`src/rtl/mepr_pkg.sv`:
```
// ----------------------------------------------------------------------------
// mepr_pkg
// Shared types and codes of the mesh edge pairing core.
// ----------------------------------------------------------------------------
package mepr_pkg;

  typedef enum logic [2:0] {
    ST_IDLE,
    ST_CLEAR,
    ST_SCAN,
    ST_DRAIN,
    ST_RESOLVE,
    ST_FLUSH
  } state_t;

  typedef enum logic [1:0] {
    EDGE_AB,
    EDGE_BC,
    EDGE_CA
  } edge_t;

  localparam logic KIND_PAIR     = 1'b0;
  localparam logic KIND_OVERFLOW = 1'b1;

  // Per-lane compare result of one table row.
  typedef struct packed {
    logic match;
    logic free;
  } lane_hit_t;

  // What the merge stage has found so far in the current scan.
  typedef struct packed {
    logic match_found;
    logic free_found;
  } find_t;

endpackage

```
`src/rtl/mepr_merge.sv`:
```
// ----------------------------------------------------------------------------
// mepr_merge
// Combines the lane results of a scan into the lowest matching entry and
// the lowest free entry of the whole table.
// ----------------------------------------------------------------------------
module mepr_merge #(
  parameter int LANES = 8,
  parameter int VB    = 16,
  parameter int AW    = 5,
  parameter int LW    = 3
) (
  input  logic                            clk,
  input  logic                            rst_n,
  input  logic                            clr,
  input  logic                            en,
  input  logic [AW-1:0]                   row,
  input  mepr_pkg::lane_hit_t [LANES-1:0] hits,
  input  logic [LANES-1:0][VB-1:0]        lane_start,
  input  logic [LANES-1:0][VB-1:0]        lane_end,
  input  logic [LANES-1:0][VB-1:0]        lane_apex,
  output mepr_pkg::find_t                 find,
  output logic [LW-1:0]                   match_lane,
  output logic [AW-1:0]                   match_addr,
  output logic [VB-1:0]                   match_start,
  output logic [VB-1:0]                   match_end,
  output logic [VB-1:0]                   match_apex,
  output logic [LW-1:0]                   free_lane,
  output logic [AW-1:0]                   free_addr
);

  mepr_pkg::find_t find_r;
  logic            any_m;
  logic            any_f;
  logic [LW-1:0]   sel_m;
  logic [LW-1:0]   sel_f;
  logic [LW-1:0]   m_lane_r;
  logic [AW-1:0]   m_addr_r;
  logic [VB-1:0]   m_start_r;
  logic [VB-1:0]   m_end_r;
  logic [VB-1:0]   m_apex_r;
  logic [LW-1:0]   f_lane_r;
  logic [AW-1:0]   f_addr_r;

  // Entry index is row * LANES + lane, so within a row the lowest lane wins.
  always_comb begin
    any_m = 1'b0;
    any_f = 1'b0;
    sel_m = '0;
    sel_f = '0;
    for (int i = LANES - 1; i >= 0; i--) begin
      if (hits[i].match) begin
        any_m = 1'b1;
        sel_m = LW'(i);
      end
      if (hits[i].free) begin
        any_f = 1'b1;
        sel_f = LW'(i);
      end
    end
  end

  always_ff @(posedge clk) begin
    if (!rst_n || clr) begin
      find_r <= '0;
    end else if (en) begin
      if (!find_r.match_found && any_m) begin
        find_r.match_found <= 1'b1;
      end
      if (!find_r.free_found && any_f) begin
        find_r.free_found <= 1'b1;
      end
    end
  end

  always_ff @(posedge clk) begin
    if (en && !find_r.match_found && any_m) begin
      m_lane_r  <= sel_m;
      m_addr_r  <= row;
      m_start_r <= lane_start[sel_m];
      m_end_r   <= lane_end[sel_m];
      m_apex_r  <= lane_apex[sel_m];
    end
    if (en && !find_r.free_found && any_f) begin
      f_lane_r <= sel_f;
      f_addr_r <= row;
    end
  end

  assign find        = find_r;
  assign match_lane  = m_lane_r;
  assign match_addr  = m_addr_r;
  assign match_start = m_start_r;
  assign match_end   = m_end_r;
  assign match_apex  = m_apex_r;
  assign free_lane   = f_lane_r;
  assign free_addr   = f_addr_r;

endmodule

```
`config.mk`:
```
export PLATFORM = sky130hd
export DESIGN_NAME = mepr_merge
export DESIGN_NICKNAME = d
export VERILOG_FILES = /design/src/rtl/mepr_pkg.sv /design/src/rtl/mepr_merge.sv
export SDC_FILE = /design/constraint.sdc
export NUM_CORES = 1
export LEC_CHECK = 0
export BUFFER_PORTS_ARGS = -buffer_cell sky130_fd_sc_hd__buf_2
export CAP_MARGIN = 0
export CORE_AREA = 2 2 182 184
export DETAILED_ROUTE_END_ITERATION = 6
export DIE_AREA = 0 0 184 186
export GPL_ROUTABILITY_DRIVEN = 0
export PLACE_DENSITY_LB_ADDON = 0.15
export SYNTH_ARGS = -nofsm -noshare
export SYNTH_HDL_FRONTEND = slang
export SYNTH_SLANG_ARGS = --single-unit
```
`constraint.sdc`:
```
create_clock -name clk -period 4.6 [get_ports clk]
set_input_delay 0.92 -clock clk [delete_from_list [all_inputs] [get_ports clk]]
set_output_delay 0.92 -clock clk [all_outputs]
set_load 0.005 [all_outputs]
```
## Word level (Yosys, flattened, before mapping)

Cells that the tools add are included.

| operators by class | value |
|---|---|
| magnitude comparators | 1 |
| reduce and logical (&&, ||, !) cells | 14 |
| multiplexer cells | 37 |

Operators by type and width:

| operator | number |
|---|---|
| binary-select mux 16 bit (select 3 bit) | 3 |
| two-way mux 16 bit | 3 |
| two-way mux 3 bit | 12 |
| two-way mux 1 bit | 17 |
| logical AND 1 bit | 6 |
| < comparator 3 x 4 -> 1 bit, second input constant | 1 |
| two-way mux 2 bit | 2 |
| AND reduction 2 bit | 2 |
| OR reduction 4 bit | 1 |
| zero test 1 bit | 3 |
| OR reduction 2 bit | 1 |
| logical OR 1 bit | 1 |

| word-level totals | value |
|---|---|
| flip-flop bits (word level) | 66 |

## Logic depth before layout (Yosys ltp)

| depth | value |
|---|---|
| word-level depth | 10 |
| gate-level depth with buffers | 7 |
| depth with buffers taken out | 5 |

## Least setup slack after synthesis

OpenSTA, ideal clock, no wires.

| timing path | value |
|---|---|
| path kind | in2reg |
| from | input hits[3] (netlist name) |
| to | register m_addr_r[0] (netlist: match_addr[0]) (enable) |
| setup time | 0.470 ns |
| path buffers | 0 |
| slack | 0.482 ns |
| arrival time | 3.649 ns |
| cell stages on the path | 4 |
| cell sequence | or2_1 nand2b_4 o21ai_0 nor2_1 |

| on the way | value |
|---|---|
| longest elaborated chain between the ends | 3 |

Ends and longest elaborated chain:

| what | RTL line | text |
|---|---|---|
| start: declaration | mepr_merge.sv:17 | `input mepr_pkg::lane_hit_t [LANES-1:0] hits,` |
| two-way mux 1 bit (2 in series) | mepr_merge.sv:51 | `if (hits[i].match) begin` |
| logical AND 1 bit | mepr_merge.sv:76 | `if (en && !find_r.match_found && any_m) begin` |
| end signal: assignment | mepr_merge.sv:78 | `m_addr_r <= row;` |
| end: declaration | mepr_merge.sv:37 | `logic [AW-1:0] m_addr_r;` |

Every way passes these cells.
A chain may end at the register's enable or synchronous reset.

## Final worst setup path

| timing path | value |
|---|---|
| from | input hits[7] (netlist name) |
| to | register m_start_r[13] (netlist: match_start[13]), data pin |

| on the way | value |
|---|---|
| longest elaborated chain between the ends | 6 |

Ends and longest elaborated chain:

| what | RTL line | text |
|---|---|---|
| two-way mux 3 bit (4 in series) | mepr_merge.sv:51 |  |
| binary-select mux 16 bit (select 3 bit) | mepr_merge.sv:79 | `m_start_r <= lane_start[sel_m];` |
| two-way mux 16 bit (implied by the code) | mepr_merge.sv:79 |  |
| end signal: assignment | mepr_merge.sv:79 |  |
| end: declaration | mepr_merge.sv:38 | `logic [VB-1:0] m_start_r;` |

Every way passes these cells. The select of a mux whose other input is x is not followed.

==> metrics.txt <==
# TYPE chip_impl_metric gauge
chip_impl_metric{name="start_util",unit="%"} 18.5
chip_impl_info{name="crit_chain",value="buf_2 -> nor2_2 -> or2_2 -> buf_4 -> a211oi_1 -> nor4_2"} 1
chip_impl_metric{name="synthCells",unit=""} 616
chip_impl_metric{name="synth-seq-cells",unit=""} 66
chip_impl_metric{name="route.antenna.remaining_nets",unit=""} 0
chip_impl_metric{name="finalNetCount",unit=""} 1439
chip_impl_metric{name="power_frac_seq",unit="%"} 35.8
chip_impl_info{name="critPathTopFamily",value="simple AND/OR/NAND/NOR gates"} 1
chip_impl_metric{name="grt_start_max_net_pins",unit=""} 187
chip_impl_metric{name="post_synth_xor_area_fraction",unit="%"} 0
chip_impl_metric{name="leak_pwr",unit="nW"} 4.02
chip_impl_info{name="layout_common_cells",value="474 x buf_2, 186 x and3_1, 140 x a211oi_1"} 1
chip_impl_metric{name="fp.dieArea",unit="um^2"} 34200
chip_impl_metric{name="place_hpwl",unit="mm"} 21.5
chip_impl_info{name="timing.critical_path.to_type",value="register"} 1
chip_impl_metric{name="drt_iter0_drc",unit=""} 338
chip_impl_metric{name="chipWidth",unit="um"} 184
chip_impl_metric{name="slew_headroom",unit="%"} 38.4
chip_impl_info{name="min-delay-path-class",value="reg -> reg"} 1
chip_impl_metric{name="clock_network_fraction_of_total_power",unit="%"} 34.7
chip_impl_metric{name="areaGrowthSynthToFinish",unit="%"} 48.4
chip_impl_info{name="ys_dominant_reg_cell",value="edfxtp_1"} 1
chip_impl_metric{name="die_y",unit="um"} 186
chip_impl_metric{name="yosysWarnings",unit=""} 0
chip_impl_info{name="outcome",value="finished, final reports clean"} 1
chip_impl_metric{name="num_vias",unit=""} 6987
chip_impl_metric{name="compound_gate_portion_of_the_synthesized_area",unit="%"} 29.9
chip_impl_info{name="rsz0062_at_grt",value="false"} 1
chip_impl_metric{name="gr-total-overflow",unit=""} 0
chip_impl_metric{name="grt_antenna_before_repair",unit=""} 4
chip_impl_metric{name="power.ir.vdd_worst",unit="mV"} 0.134
chip_impl_metric{name="post_layout_nonfiller_instances",unit=""} 1447
chip_impl_metric{name="first_pass_grt_wire_length",unit="mm"} 42.5
chip_impl_metric{name="cp_data_required_time",unit="ns"} 4.77
chip_impl_metric{name="routed_wirelength",unit="mm"} 29.7
chip_impl_metric{name="power_frac_comb",unit="%"} 29.5
chip_impl_metric{name="synthesis.nets",unit=""} 1025
chip_impl_metric{name="timing.critical_path.arrival",unit="ns"} 2.87
chip_impl_metric{name="core_region_area",unit="um^2"} 32200
chip_impl_metric{name="clock_transition_at_the_register_clock_pins_on_the_worst_setup_and_hold_paths_after_cts",unit="ns"} 0.07
chip_impl_info{name="final_common_cell",value="buf_2"} 1
chip_impl_metric{name="power.switching_fraction",unit="%"} 32.7
chip_impl_metric{name="post_route_cells_drive_above_1_share",unit="%"} 55.5
chip_impl_metric{name="floorplan.rows",unit=""} 66
chip_impl_metric{name="r2r_setup_slack",unit="ns"} 3.13
chip_impl_metric{name="max_cap_viol_count",unit=""} 0
chip_impl_metric{name="first_global_vias",unit=""} 7150
chip_impl_info{name="worstSetupPathType",value="in -> reg"} 1
chip_impl_metric{name="min_period",unit="ns"} 2.70
chip_impl_metric{name="setup_tns",unit="ns"} 0
chip_impl_metric{name="routed_via_density",unit=""} 4.83
chip_impl_metric{name="syn_avg_cell_area",unit="um^2"} 9.67
chip_impl_metric{name="cp_num_buf_inv",unit=""} 2
chip_impl_metric{name="finalHoldViolCount",unit=""} 0
chip_impl_info{name="cts_tree",value="yes"} 1
chip_impl_metric{name="deepest_clock_path_buffer_count",unit=""} 2
chip_impl_info{name="synth_top_family_by_area",value="compound AO/OA/AOI/OAI gates"} 1
chip_impl_metric{name="net-switching-power",unit="uW"} 676
chip_impl_metric{name="power_per_cell_area",unit="nW/um^2"} 234
chip_impl_info{name="crit_path_top_delay_cell",value="or2_2"} 1
chip_impl_metric{name="setup_violations",unit=""} 0
chip_impl_metric{name="port_buffer_cells",unit=""} 474
chip_impl_metric{name="intPower",unit="mW"} 1.39
chip_impl_metric{name="n_fill_cell",unit=""} 3541
chip_impl_metric{name="holdWs",unit="ns"} 0.467
chip_impl_metric{name="timing.clock.skew",unit="ns"} 0.0104
chip_impl_metric{name="synth.lib_cells_used.distinct",unit=""} 33
chip_impl_metric{name="remaining_drc_errors",unit=""} 0
chip_impl_metric{name="cts-htree-levels",unit=""} 3
chip_impl_metric{name="top_fanout_value_on_the_critical_path",unit=""} 33
chip_impl_metric{name="cts_inserted_buffers",unit=""} 9
chip_impl_metric{name="synth_enable_flop_cells",unit=""} 64
chip_impl_metric{name="tightestPinTransition",unit="ns"} 0.924
chip_impl_metric{name="async_reset_ff_share",unit="%"} 0
chip_impl_metric{name="synth.area.mux_share",unit="%"} 1.01
chip_impl_metric{name="post_cts_buffers",unit=""} 0
chip_impl_metric{name="postCtsHoldBufs",unit=""} 0
chip_impl_metric{name="grtUsageTotal",unit="%"} 16.4
chip_impl_metric{name="cts.sink_count",unit=""} 66
chip_impl_metric{name="timing.final.max_slew_violations",unit=""} 0
chip_impl_metric{name="worstSkewPairLatency",unit="ns"} 0.34
chip_impl_metric{name="final.period_utilization",unit="%"} 58.8
chip_impl_metric{name="synthAdderAreaFrac",unit="%"} 0
chip_impl_metric{name="yosys.area_share.simple",unit="%"} 28.3
chip_impl_metric{name="max_stage_delay",unit="ns"} 0.77
chip_impl_info{name="clock-root-buffer",value="clkbuf_16"} 1
chip_impl_metric{name="clock.fmax",unit="GHz"} 0.370
chip_impl_metric{name="synth_area",unit="um^2"} 5960
chip_impl_metric{name="drt_pass1_iterations",unit=""} 4
chip_impl_metric{name="floorplan.io_pins",unit=""} 475
chip_impl_metric{name="synth-seq-area-share",unit="%"} 32.9
chip_impl_info{name="crit_path_start_kind",value="input port"} 1
chip_impl_metric{name="placed_cells",unit=""} 1427
chip_impl_metric{name="ctsResizeCount",unit=""} 0
chip_impl_metric{name="wl_per_cell",unit="um"} 20.5
chip_impl_metric{name="postLayoutCoreUtil",unit="%"} 27.4
[final timing paths]
path	cells after the start	end	from
max	6	match_start[13]	hits[7]
min	2	find[0]	find[0]
max reg2reg	2	match_apex[0]	find[1]
min reg2reg	2	find[0]	find[0]
[power groups by stage]
stage | clock network [mW] | registers [mW] | logic (mW)
final | 0.719 | 0.740 | 0.610
after global routing | 0.769 | 0.744 | 0.672
after CTS | 0.754 | 0.740 | 0.621
after detailed placement | 0 | 0.753 | 0.618
after global placement | 0 | 0.752 | 0.621
after floorplan | 0 | 0.762 | 0.298
[logic make-up after synthesis]
| kind of cell | Yosys count |
|---|---|
| buffers and inverters | 86 |
| multiplexers | 6 |
| AO/OA/AOI/OAI | 205 |
| flip-flops | 66 |
| AND/OR/NAND/NOR | 253 |
[worst register-to-register path, stage by stage (launching register included)]
cell and delay (ns):
dfxtp_1 0.35, nor2_4 0.31, buf_4 0.43
[per-stage QoR]
step / area, um^2 / setup slack (ns) / power, mW
final: 8840 / 1.90 / 2.07
after global routing: 8840 / 1.75 / 2.19
after CTS: 8830 / 1.83 / 2.11
after detailed placement: 8540 / 1.45 / 1.37
after global placement: 8540 / 1.57 / 1.37
after floorplan: 5960 / 0.482 / 1.06
[cell usage after synthesis, types with 2 or more instances]
master | count | share of area (%)
a2111oi_1 | 6 | 1.0
a211oi_1 | 140 | 18
a211oi_2 | 46 | 9.7
a21oi_1 | 6 | 0.50
and3_1 | 186 | 20
buf_2 | 46 | 3.9
buf_4 | 6 | 0.76
buf_6 | 9 | 1.7
clkbuf_1 | 20 | 1.3
dfxtp_1 | 2 | 0.67
edfxtp_1 | 64 | 32
inv_1 | 5 | 0.32
mux2i_1 | 6 | 1.0
nor2_1 | 8 | 0.50
nor2b_1 | 2 | 0.21
nor3_1 | 3 | 0.25
nor4_1 | 26 | 2.7
nor4_2 | 17 | 3.6
o21ai_0 | 2 | 0.17
or2_1 | 3 | 0.32
[metal layers]
layer	routed length [um]	global-route usage, %	vias to the layer above
met5	0	0	-
met4	237	3.23	0
met3	2060	3.93	16
met2	15500	31.2	269
met1	11900	18.6	3333
li1	-	-	3369
[area by class of cell]
class	instances	area, um^2	share of cell area (%)
Clock inverter	7	60.1	0.680
Multi-Input combinational cell	464	3550	40.2
Inverter	5	18.8	0.212
Antenna cell	4	10.0	0.113
Clock buffer	9	225	2.55
Sequential cell	66	1960	22.2
Timing Repair Buffer	484	2500	28.3
Tap cell	408	510	5.78
[sequential cells by signal (all words and copies together) (netlist names)]
signal	cells
free_addr	5
match_addr	5
match_apex	16
match_lane	3
free_lane	3
match_end	16
match_start	16
find	2
Note: power is estimated with default switching activity, not from simulation.
