$ cat src/rtl/mepr_pkg.sv
// ----------------------------------------------------------------------------
// mepr_pkg
// Shared types and codes of the mesh edge pairing core.
// ----------------------------------------------------------------------------
package mepr_pkg;

  typedef enum logic [2:0] {
    ST_IDLE,
    ST_CLEAR,
    ST_SCAN,
    ST_DRAIN,
    ST_RESOLVE,
    ST_FLUSH
  } state_t;

  typedef enum logic [1:0] {
    EDGE_AB,
    EDGE_BC,
    EDGE_CA
  } edge_t;

  localparam logic KIND_PAIR     = 1'b0;
  localparam logic KIND_OVERFLOW = 1'b1;

  // Per-lane compare result of one table row.
  typedef struct packed {
    logic match;
    logic free;
  } lane_hit_t;

  // What the merge stage has found so far in the current scan.
  typedef struct packed {
    logic match_found;
    logic free_found;
  } find_t;

endpackage

$ cat src/rtl/mepr_ram.sv
// ----------------------------------------------------------------------------
// mepr_ram
// Generic single-write, single-read RAM with registered read data.
// ----------------------------------------------------------------------------
module mepr_ram #(
  parameter int W     = 49,
  parameter int DEPTH = 32,
  parameter int AW    = 5
) (
  input  logic          clk,
  input  logic          we,
  input  logic [AW-1:0] waddr,
  input  logic [W-1:0]  wdata,
  input  logic          re,
  input  logic [AW-1:0] raddr,
  output logic [W-1:0]  rdata
);

  logic [W-1:0] mem [DEPTH];
  logic [W-1:0] rdata_r;

  always_ff @(posedge clk) begin
    if (we) begin
      mem[waddr] <= wdata;
    end
    if (re) begin
      rdata_r <= mem[raddr];
    end
  end

  assign rdata = rdata_r;

endmodule

$ cat src/rtl/mepr_lane.sv
// ----------------------------------------------------------------------------
// mepr_lane
// One bank of the pending-edge table with its edge comparator.
// ----------------------------------------------------------------------------
module mepr_lane #(
  parameter int VB    = 16,
  parameter int DEPTH = 32,
  parameter int AW    = 5
) (
  input  logic                 clk,
  input  logic                 rd_en,
  input  logic [AW-1:0]        rd_addr,
  input  logic                 wr_en,
  input  logic [AW-1:0]        wr_addr,
  input  logic [3*VB:0]        wr_data,
  input  logic [VB-1:0]        q_start,
  input  logic [VB-1:0]        q_end,
  output mepr_pkg::lane_hit_t  hit,
  output logic [VB-1:0]        hit_start,
  output logic [VB-1:0]        hit_end,
  output logic [VB-1:0]        hit_apex
);

  logic [3*VB:0]       rdata;
  logic                ent_valid;
  logic [VB-1:0]       ent_start;
  logic [VB-1:0]       ent_end;
  mepr_pkg::lane_hit_t hit_nxt;
  mepr_pkg::lane_hit_t hit_r;
  logic [VB-1:0]       start_r;
  logic [VB-1:0]       end_r;
  logic [VB-1:0]       apex_r;

  mepr_ram #(
    .W     (3*VB + 1),
    .DEPTH (DEPTH),
    .AW    (AW)
  ) u_ram (
    .clk   (clk),
    .we    (wr_en),
    .waddr (wr_addr),
    .wdata (wr_data),
    .re    (rd_en),
    .raddr (rd_addr),
    .rdata (rdata)
  );

  assign ent_valid = rdata[3*VB];
  assign ent_start = rdata[3*VB-1:2*VB];
  assign ent_end   = rdata[2*VB-1:VB];

  // An edge matches in either direction.
  always_comb begin
    hit_nxt.match = ent_valid &&
                    (((ent_start == q_start) && (ent_end == q_end)) ||
                     ((ent_start == q_end) && (ent_end == q_start)));
    hit_nxt.free  = !ent_valid;
  end

  always_ff @(posedge clk) begin
    hit_r   <= hit_nxt;
    start_r <= ent_start;
    end_r   <= ent_end;
    apex_r  <= rdata[VB-1:0];
  end

  assign hit       = hit_r;
  assign hit_start = start_r;
  assign hit_end   = end_r;
  assign hit_apex  = apex_r;

endmodule

$ cat config.mk
export PLATFORM = sky130hd
export DESIGN_NAME = mepr_lane
export DESIGN_NICKNAME = d
export VERILOG_FILES = /design/src/rtl/mepr_pkg.sv /design/src/rtl/mepr_ram.sv /design/src/rtl/mepr_lane.sv
export SDC_FILE = /design/constraint.sdc
export NUM_CORES = 1
export LEC_CHECK = 0
export BUFFER_PORTS_ARGS = -buffer_cell sky130_fd_sc_hd__buf_2
export CORE_AREA = 2 2 399 401
export DETAILED_ROUTE_END_ITERATION = 16
export DIE_AREA = 0 0 401 403
export GPL_ROUTABILITY_DRIVEN = 0
export GPL_TIMING_DRIVEN = 0
export SYNTH_ARGS = -nofsm -noshare
export SYNTH_HDL_FRONTEND = slang
export SYNTH_SLANG_ARGS = --single-unit
export TNS_END_PERCENT = 10
$ cat constraint.sdc
create_clock -name clk -period 5.3 [get_ports clk]
set_clock_uncertainty 0.2 [all_clocks]
set_input_delay 1.06 -clock clk [delete_from_list [all_inputs] [get_ports clk]]
set_output_delay 1.06 -clock clk [all_outputs]
set_load 0.05 [all_outputs]
# Yosys cells after proc, flatten, opt, wreduce, memory -nomap -nowiden
# Memories as Yosys holds them, arrays and structs flattened. A register that Yosys moved wholly into a read port is not among the register bits.
# Index checks and enable logic that the tools add are counted.
dict set report op_classes {
  eq_ne 4
  muxes 2
  reduce_logical 5
}
# op count
set ops {}
lappend ops {{== test 16 bit} 4}
lappend ops {{logical AND 1 bit} 3}
lappend ops {{two-way mux 1 bit} 2}
lappend ops {{zero test 1 bit} 1}
lappend ops {{logical OR 1 bit} 1}
dict set report word_totals {
  ff_bits 50
  ram_bits 1568
  inputBits 94
  output_inout_bits 50
  elab_cells 17
  mem_count 1
}
# name depth width read_ports rd_clocked_by_memory_dff write_ports line_no
set memory_table {}
lappend memory_table {u_ram.mem 32 49 1 1 1 mepr_ram.sv:19} ;# logic [W-1:0] mem [DEPTH];

# Logic depth before layout (Yosys ltp)
# Gate-level depths: netlist of run 1.
dict set report logic_depth {
  depth_word 4
  ltp_mapped 7
  depth_no_buf 5
}

# Cells and area by module
# A second synthesis of run 1 with hierarchy kept.
dict set report unflattened {
  hier_cells 3571
  area_unflattened_um2 64052.7
}
# module instances cells_each area_each_um2 seq_area_each_um2
set modules_own_cells {}
lappend modules_own_cells {mepr_ram 1 3434 62344.8 48556.6}
lappend modules_own_cells {mepr_lane 1 137 1707.9 1001.0}

# Worst setup path after synthesis of run 1
# Ideal clock, no wire load.
dict set report synth_path {
  kind {input -> register}
  from {input wr_addr[1]}
  to {memory u_ram.mem[12][0] (enable)}
  setup_time_ns 0.456
  arrival_ns 3.776
  t_required_ns 4.644
  setup_slack_ns 0.868
  path_stages 3
  path_buffers 1
  path_cell_list {or3b_2 clkbuf_1 nor2_1}
}
# item line_no
set synth_rtl {}
lappend synth_rtl {{start, declared} mepr_lane.sv:14} ;# input logic [AW-1:0] wr_addr,
lappend synth_rtl {{end, declared} mepr_ram.sv:19}
# Straight into the memory's write port.

==> qor.json, run 1 <==
{
  "post-cts-setup-buffers": 0,
  "rr_endpoint": "u_ram.rdata[19]",
  "setup_viol": 0,
  "worst_r2r_startpoint": "u_ram.mem[25][19]",
  "synth_warnings": 0,
  "route.detailed.drc": 0,
  "ant_nets": 0,
  "critPathCapture": "u_ram.rdata[47]",
  "cts_buffers": 163,
  "nets": 3093,
  "cts.repair.resized": 0,
  "routedWlPerCell_um": 29.83,
  "first_global_vias": 30960,
  "worst-endpoint-arrival_ns": 4.38,
  "vias": 29532,
  "critical_path_peak_fanout": 10,
  "rrSetupSlack_ns": 3.10,
  "p_comb_share_pct": 5.6,
  "ctsRootBufferMaster": "clkbuf_16",
  "critical_path.max_stage_delay_ns": 0.88,
  "overflow": 0,
  "synth.ff_latch_count": 1667,
  "vias_per_cell": 5.675,
  "port_buffers": 140,
  "initial_core_util_pct": 39.77,
  "placement.setup.worst_slack_ns": 0.4843,
  "timing.final.hold_violations": 0,
  "power.leakage_uw": 0.02277,
  "total_switching_power_uw": 5853,
  "net_switching_fraction_of_the_power_pct": 21.33,
  "post-dp-hpwl_mm": 101.1,
  "fin_crit_sh_pct": 77.32,
  "timing_worst_slew_pin_value_ns": 1.209,
  "numClockSinks": 1667,
  "rows": 146,
  "drt-total-wl_mm": 155.2,
  "number_of_pins_with_negative_max_slew_slack_in_the_final_report": 0,
  "synthesis.area_um2": 62630,
  "commonest_cells_after_routing_fill_and_taps_aside": "edfxtp_1, mux4_2, buf_2",
  "gate_count_post_synth": 2629,
  "die_height_um": 403,
  "ctsHoldBuffers": 0,
  "share_seq_of_total_power_pct": 53.9,
  "core_um2": 157500,
  "worst_setup_hold_path_clk_slew_ns": 0.06,
  "clock_path_buffers": 3,
  "timing.max_slew.rel_slack_pct": 19.41,
  "cts_tree": "done",
  "io_pins": 144,
  "final_layout_size_suffix_gt1_share_pct": 29.72,
  "chipWidth_um": 401,
  "hold_ws_ns": 0.1522,
  "cell_internal_pwr_uw": 21590,
  "cts_max_level": 4,
  "worst_setup_path_start_kind": "primary input",
  "achievable-frequency_mhz": 244.0,
  "rsz_0062_raised_after_global_routing": "false",
  "yosysSeqAreaShare_pct": 79.13,
  "cp_cell_sequence": "buf_2, buf_2, nor2_1, clkbuf_1, clkbuf_1, a22oi_1, a21oi_1",
  "grt_max_degree": 35,
  "async_flop_share_pct": 0,
  "drv_cap": 0,
  "cellPowerDensity_nw_per_um2": 378.0,
  "drtIter0Drc": 3430,
  "timing.critical_path.required_ns": 5.58,
  "run_status": "finished, final reports clean",
  "grt_use_total_pct": 19.19,
  "area.growth.synth_to_final_pct": 15.92,
  "synth_flop_cell": "edfxtp_1",
  "reg2regPathDepth": 4,
  "fraction_of_power_consumed_by_the_clock_network_pct": 40.6,
  "fillers": 12865,
  "worst_path_max_delay_cell": "clkbuf_1",
  "synth.net_count": 2723,
  "worst_setup_path_startpoint": "rd_addr[2]",
  "grt_antenna_before_repair": 9,
  "vdd_ir_drop_max_mv": 0.3356,
  "dieArea_um2": 161600,
  "clock_latency_at_the_later_pin_of_the_worst_skew_pair_ns": 0.80,
  "grt_first_pass_wirelength_mm": 221.1,
  "number_of_library_cell_types_mapped_by_synthesis": 27,
  "drt_first_pass_iters": 6,
  "worst_setup_path_end_kind": "register",
  "path_class": "in2reg",
  "min_delay_worst_type": "reg2reg",
  "average_cell_area_after_synthesis_um2": 23.82,
  "synth-edff-count": 1617,
  "post-route-worst-setup-slack_ns": 1.202,
  "timing.final.crit_period_ns": 4.098,
  "mostFrequentLayoutCell": "edfxtp_1"
}
layout make-up:
type	count	area, um^2	area share [%]
Antenna cell	3	7.507	0.01034
Sequential cell	1667	49560	68.27
Buffer	138	844.6	1.163
Multi-Input combinational cell	823	12460	17.17
Tap cell	2072	2592	3.571
Clock inverter	67	586.8	0.8084
Clock buffer	228	4528	6.238
Inverter	1	3.754	0.005171
Timing Repair Buffer	205	2012	2.772
cells in the mapped netlist, types with 2 or more instances:
master | instances | share of area, %
a21oi_1 | 49 | 0.39
a221oi_1 | 49 | 0.69
a22o_1 | 49 | 0.69
a22oi_1 | 50 | 0.60
and2_1 | 2 | 0.020
buf_1 | 14 | 0.084
buf_12 | 2 | 0.064
buf_2 | 40 | 0.32
buf_4 | 18 | 0.22
buf_6 | 22 | 0.40
clkbuf_1 | 41 | 0.25
dfxtp_1 | 50 | 1.6
edfxtp_1 | 1617 | 78
mux2i_1 | 98 | 1.6
mux4_2 | 392 | 14
nand3_1 | 2 | 0.016
nand3b_1 | 5 | 0.060
nand4_1 | 16 | 0.16
nor2_1 | 35 | 0.21
nor2b_1 | 3 | 0.030
nor4_1 | 4 | 0.040
or3b_2 | 3 | 0.042
xnor2_1 | 64 | 0.90
cells by family after synthesis:
logic type | synth area share [%]
AND/OR/NAND/NOR | 0.5934
XOR/XNOR | 0.8951
buffers and inverters | 1.355
multiplexers | 15.66
AO/OA/AOI/OAI | 2.361
flip-flops | 79.13
worst min path at each step:
stage | from | end | slack (ns) | cells past startpoint
after floorplan | u_ram.rdata[0] | hit_apex[0] | 0.12 | 0
after global placement | u_ram.rdata[8] | hit_apex[8] | 0.14 | 0
after detailed placement | u_ram.rdata[9] | hit_apex[9] | 0.13 | 0
after CTS | u_ram.rdata[8] | hit_apex[8] | 0.16 | 0
after global routing | u_ram.rdata[5] | hit_apex[5] | 0.16 | 0
final | u_ram.rdata[5] | hit_apex[5] | 0.15 | 0
metal layers:
| layer | wire [um] | global-route usage, % | share of wire (%) |
|---|---|---|---|
| met3 | 12750 | 4.263 | 8.2 |
| met2 | 75870 | 31.05 | 49 |
| met5 | 20 | 0 | 0.013 |
| met1 | 62590 | 26.14 | 40 |
| met4 | 4002 | 5.733 | 2.6 |
critical path, delay by kind of cell:
kind / cells / cell delay, ns
AOI/OAI and AO/OA: 2 / 0.87
and+or+nand+nor: 1 / 0.56
buffers and inverters: 4 / 1.87
power groups by stage:
stage	Sequential [uW]	Clock [uW]	Combinational, uW
after floorplan	15100	0	767
after global placement	15100	0	1460
after detailed placement	15100	0	1540
after CTS	14800	11300	1540
after global routing	14800	11800	1620
final	14800	11100	1530
through the flow:
| stage | cell area [um^2] | total power, uW | util [%] | cells | setup TNS, ns |
|---|---|---|---|---|---|
| 6_report | 72590 | 27440 | 46.10 | 5204 | 0 |
| 5_1_grt | 72590 | 28250 | 46.10 | 5202 | 0 |
| 4_1_cts | 72590 | 27670 | 46.10 | 5201 | 0 |
| 3_5_place_dp | 67470 | 16600 | 42.85 | 4906 | 0 |
| 3_3_place_gp | 65920 | 16530 | 41.86 | 4841 | -2675.58 |
| 2_1_floorplan | 62630 | 15900 | - | 2629 | 0 |
registers in the layout (all words and copies together), names as in the netlist:
register and cells:
u_ram.mem 1568, u_ram.rdata 49, hit 2, hit_start 16, hit_apex 16, hit_end 16
No activity file was read; power rests on OpenSTA's default activity.
==> inputs of run 2 (changes only) <==
==> constraint.sdc (replaced) <==
create_clock -name clk -period 3.6 [get_ports clk]
set_clock_uncertainty 0.2 [all_clocks]
set_input_delay 0.72 -clock clk [delete_from_list [all_inputs] [get_ports clk]]
set_output_delay 0.72 -clock clk [all_outputs]
set_load 0.05 [all_outputs]
==> run 2 against run 1 <==
First-iteration DRC count down 0.50%. Die area did not move. Critical endpoint unchanged. Register-to-register slack got worse by 1.7 ns. Sequential cell count is the same. Clock power rose by 48%.
==> qor.json, run 2 (synthesized netlist as in run 1, its figures left out) <==
{
  "worst-endpoint-arrival": {"value": 3.82, "unit": "ns", "change": "-0.56 ns"},
  "min_delay_worst_type": "reg2reg",
  "post-cts-setup-buffers": {"value": 0, "change": "unchanged"},
  "critical_path_peak_fanout": {"value": 10, "change": "unchanged"},
  "worst_setup_path_start_kind": "primary input",
  "ant_nets": {"value": 0, "change": "unchanged"},
  "setup_viol": {"value": 0, "change": "unchanged"},
  "port_buffers": {"value": 140, "change": "unchanged"},
  "worst_setup_hold_path_clk_slew": {"value": 0.06, "unit": "ns", "change": "about the same"},
  "initial_core_util": {"value": 39.77, "unit": "%", "change": "unchanged"},
  "timing.final.hold_violations": {"value": 0, "change": "unchanged"},
  "worst_setup_path_end_kind": "register",
  "fin_crit_sh_pct": 98.29,
  "vias": {"value": 29552, "change": "+0.068%"},
  "core": {"value": 157500, "unit": "um^2", "change": "unchanged"},
  "timing_worst_slew_pin_value": {"value": 1.215, "unit": "ns", "change": "+0.005868 ns"},
  "cts_max_level": {"value": 4, "change": "unchanged"},
  "first_global_vias": {"value": 30960, "change": "unchanged"},
  "cellPowerDensity": {"value": 556.5, "unit": "nW/um^2", "change": "+47%"},
  "chipWidth": {"value": 401, "unit": "um", "change": "unchanged"},
  "clock_path_buffers": {"value": 3, "change": "unchanged"},
  "number_of_pins_with_negative_max_slew_slack_in_the_final_report": {"value": 0, "change": "unchanged"},
  "drt-total-wl": {"value": 155.3, "unit": "mm", "change": "about the same"},
  "p_comb_share": {"value": 5.6, "unit": "%", "change": "about the same"},
  "grt_max_degree": {"value": 35, "change": "unchanged"},
  "mostFrequentLayoutCell": "edfxtp_1",
  "grt_first_pass_wirelength": {"value": 221.1, "unit": "mm", "change": "unchanged"},
  "vdd_ir_drop_max": {"value": 0.4950, "unit": "mV", "change": "+47%"},
  "worst_setup_path_startpoint": "rd_addr[3]",
  "drtIter0Drc": {"value": 3413, "change": "-0.50%"},
  "timing.final.crit_period_ns": 3.539,
  "grt_antenna_before_repair": {"value": 9, "change": "unchanged"},
  "route.detailed.drc": {"value": 0, "change": "unchanged"},
  "clock_latency_at_the_later_pin_of_the_worst_skew_pair": {"value": 0.80, "unit": "ns", "change": "about the same"},
  "io_pins": {"value": 144, "change": "unchanged"},
  "cts_buffers": {"value": 163, "change": "unchanged"},
  "hold_path_startpoint": "u_ram.rdata[5]",
  "timing.max_slew.rel_slack": {"value": 19.01, "unit": "%", "change": "-0.39 points"},
  "largest-register": "u_ram.mem",
  "dieArea": {"value": 161600, "unit": "um^2", "change": "unchanged"},
  "die_height": {"value": 403, "unit": "um", "change": "unchanged"},
  "routedWlPerCell": {"value": 29.84, "unit": "um", "change": "about the same"},
  "nets": {"value": 3093, "change": "unchanged"},
  "achievable-frequency_mhz": 282.6,
  "tns": {"value": 0, "unit": "ns", "change": "unchanged"},
  "drt_first_pass_iters": {"value": 6, "change": "unchanged"},
  "net_switching_fraction_of_the_power": {"value": 21.33, "unit": "%", "change": "about the same"},
  "final_layout_size_suffix_gt1_share": {"value": 29.79, "unit": "%", "change": "+0.064 points"},
  "rsz_0062_raised_after_global_routing": "true",
  "ctsRootBufferMaster": "clkbuf_16",
  "worst_r2r_startpoint": "u_ram.mem[25][19]",
  "cts_tree": "done",
  "commonest_cells_after_routing_fill_and_taps_aside": "edfxtp_1, mux4_2, buf_2",
  "rows": {"value": 146, "change": "unchanged"},
  "path_class": "in2reg",
  "total_switching_power": {"value": 8621, "unit": "uW", "change": "+47%"},
  "cell_internal_pwr": {"value": 31790, "unit": "uW", "change": "+47%"},
  "fraction_of_power_consumed_by_the_clock_network": {"value": 40.6, "unit": "%", "change": "about the same"},
  "vias_per_cell": {"value": 5.679, "change": "about the same"},
  "grt_use_total": {"value": 19.19, "unit": "%", "change": "unchanged"},
  "largest_reg_flops": {"value": 1568, "change": "unchanged"},
  "overflow": {"value": 0, "change": "unchanged"},
  "share_seq_of_total_power": {"value": 53.9, "unit": "%", "change": "about the same"},
  "drv_cap": {"value": 0, "change": "unchanged"},
  "post-dp-hpwl": {"value": 101.1, "unit": "mm", "change": "unchanged"},
  "numClockSinks": {"value": 1667, "change": "unchanged"},
  "area.growth.synth_to_final": {"value": 15.93, "unit": "%", "change": "about the same"},
  "run_status": "finished, final reports clean",
  "timing.critical_path.required": {"value": 3.88, "unit": "ns", "change": "-1.70 ns"},
  "power.leakage": {"value": 0.02278, "unit": "uW", "change": "about the same"},
  "final_core_util": {"value": 46.11, "unit": "%", "change": "about the same"}
}
[run 2: layer usage]
layer  wire length [um]  up-vias  global-route usage (%)
met4               4012        2                   5.733
met3              12510      250                   4.263
met5                 20        -                       0
met2              75810     1266                   31.05
met1              62920    15974                   26.14
li1                   -    12060                       -
[run 2: stage by stage]
stage	setup WS, ns	cells	hold slack [ns]	total power [uW]	area [um^2]
after floorplan	-0.4915	2629	0.1233	23410	62630
after global placement	-3.580	4841	0.1366	24330	65920
after detailed placement	-0.8757	4906	0.1289	24440	67470
after CTS	0.02526	5201	0.1251	40740	72590
after global routing	-0.05222	5202	0.1447	41590	72600
final	0.06148	5204	0.1522	40410	72600
[run 2: path summary, 6_finish.rpt]
path / end / slack, ns / depth (start not counted)
min reg2reg: hit_apex[5] / 0.15 / 0
min: hit_apex[5] / 0.15 / 0
max reg2reg: u_ram.rdata[19] / 1.40 / 4
max: u_ram.rdata[47] / 0.06 / 6
[run 2: power by group through the flow]
| stage | registers (uW) | logic (uW) | clock network [uW] |
|---|---|---|---|
| after floorplan | 22300 | 1130 | 0 |
| after global placement | 22200 | 2150 | 0 |
| after detailed placement | 22200 | 2260 | 0 |
| after CTS | 21800 | 2270 | 16700 |
| after global routing | 21800 | 2390 | 17400 |
| final | 21800 | 2250 | 16400 |
[run 2: area by class of cell]
type / count / area [um^2]
buffer: 138 / 853.3
fill: 12862 / 84860
clock buffer: 228 / 4528
tap: 2072 / 2592
clock inverter: 67 / 586.8
timing repair buffer: 205 / 2012
sequential: 1667 / 49560
multi-input combinational: 823 / 12460
inverter: 1 / 3.754
antenna: 3 / 7.507
[run 2: repair_timing]
action / in CTS / in global routing
gates resized for setup: 1 / 5
hold buffers: 0 / 0
setup endpoints to repair: 2 / 3
[run 2: worst max-delay path, cell delays in order]
cell and delay [ns]:
buf_2 0.13, nor2b_1 0.69, clkbuf_1 0.74, clkbuf_1 0.68
a221oi_1 0.19, a21oi_1 0.66
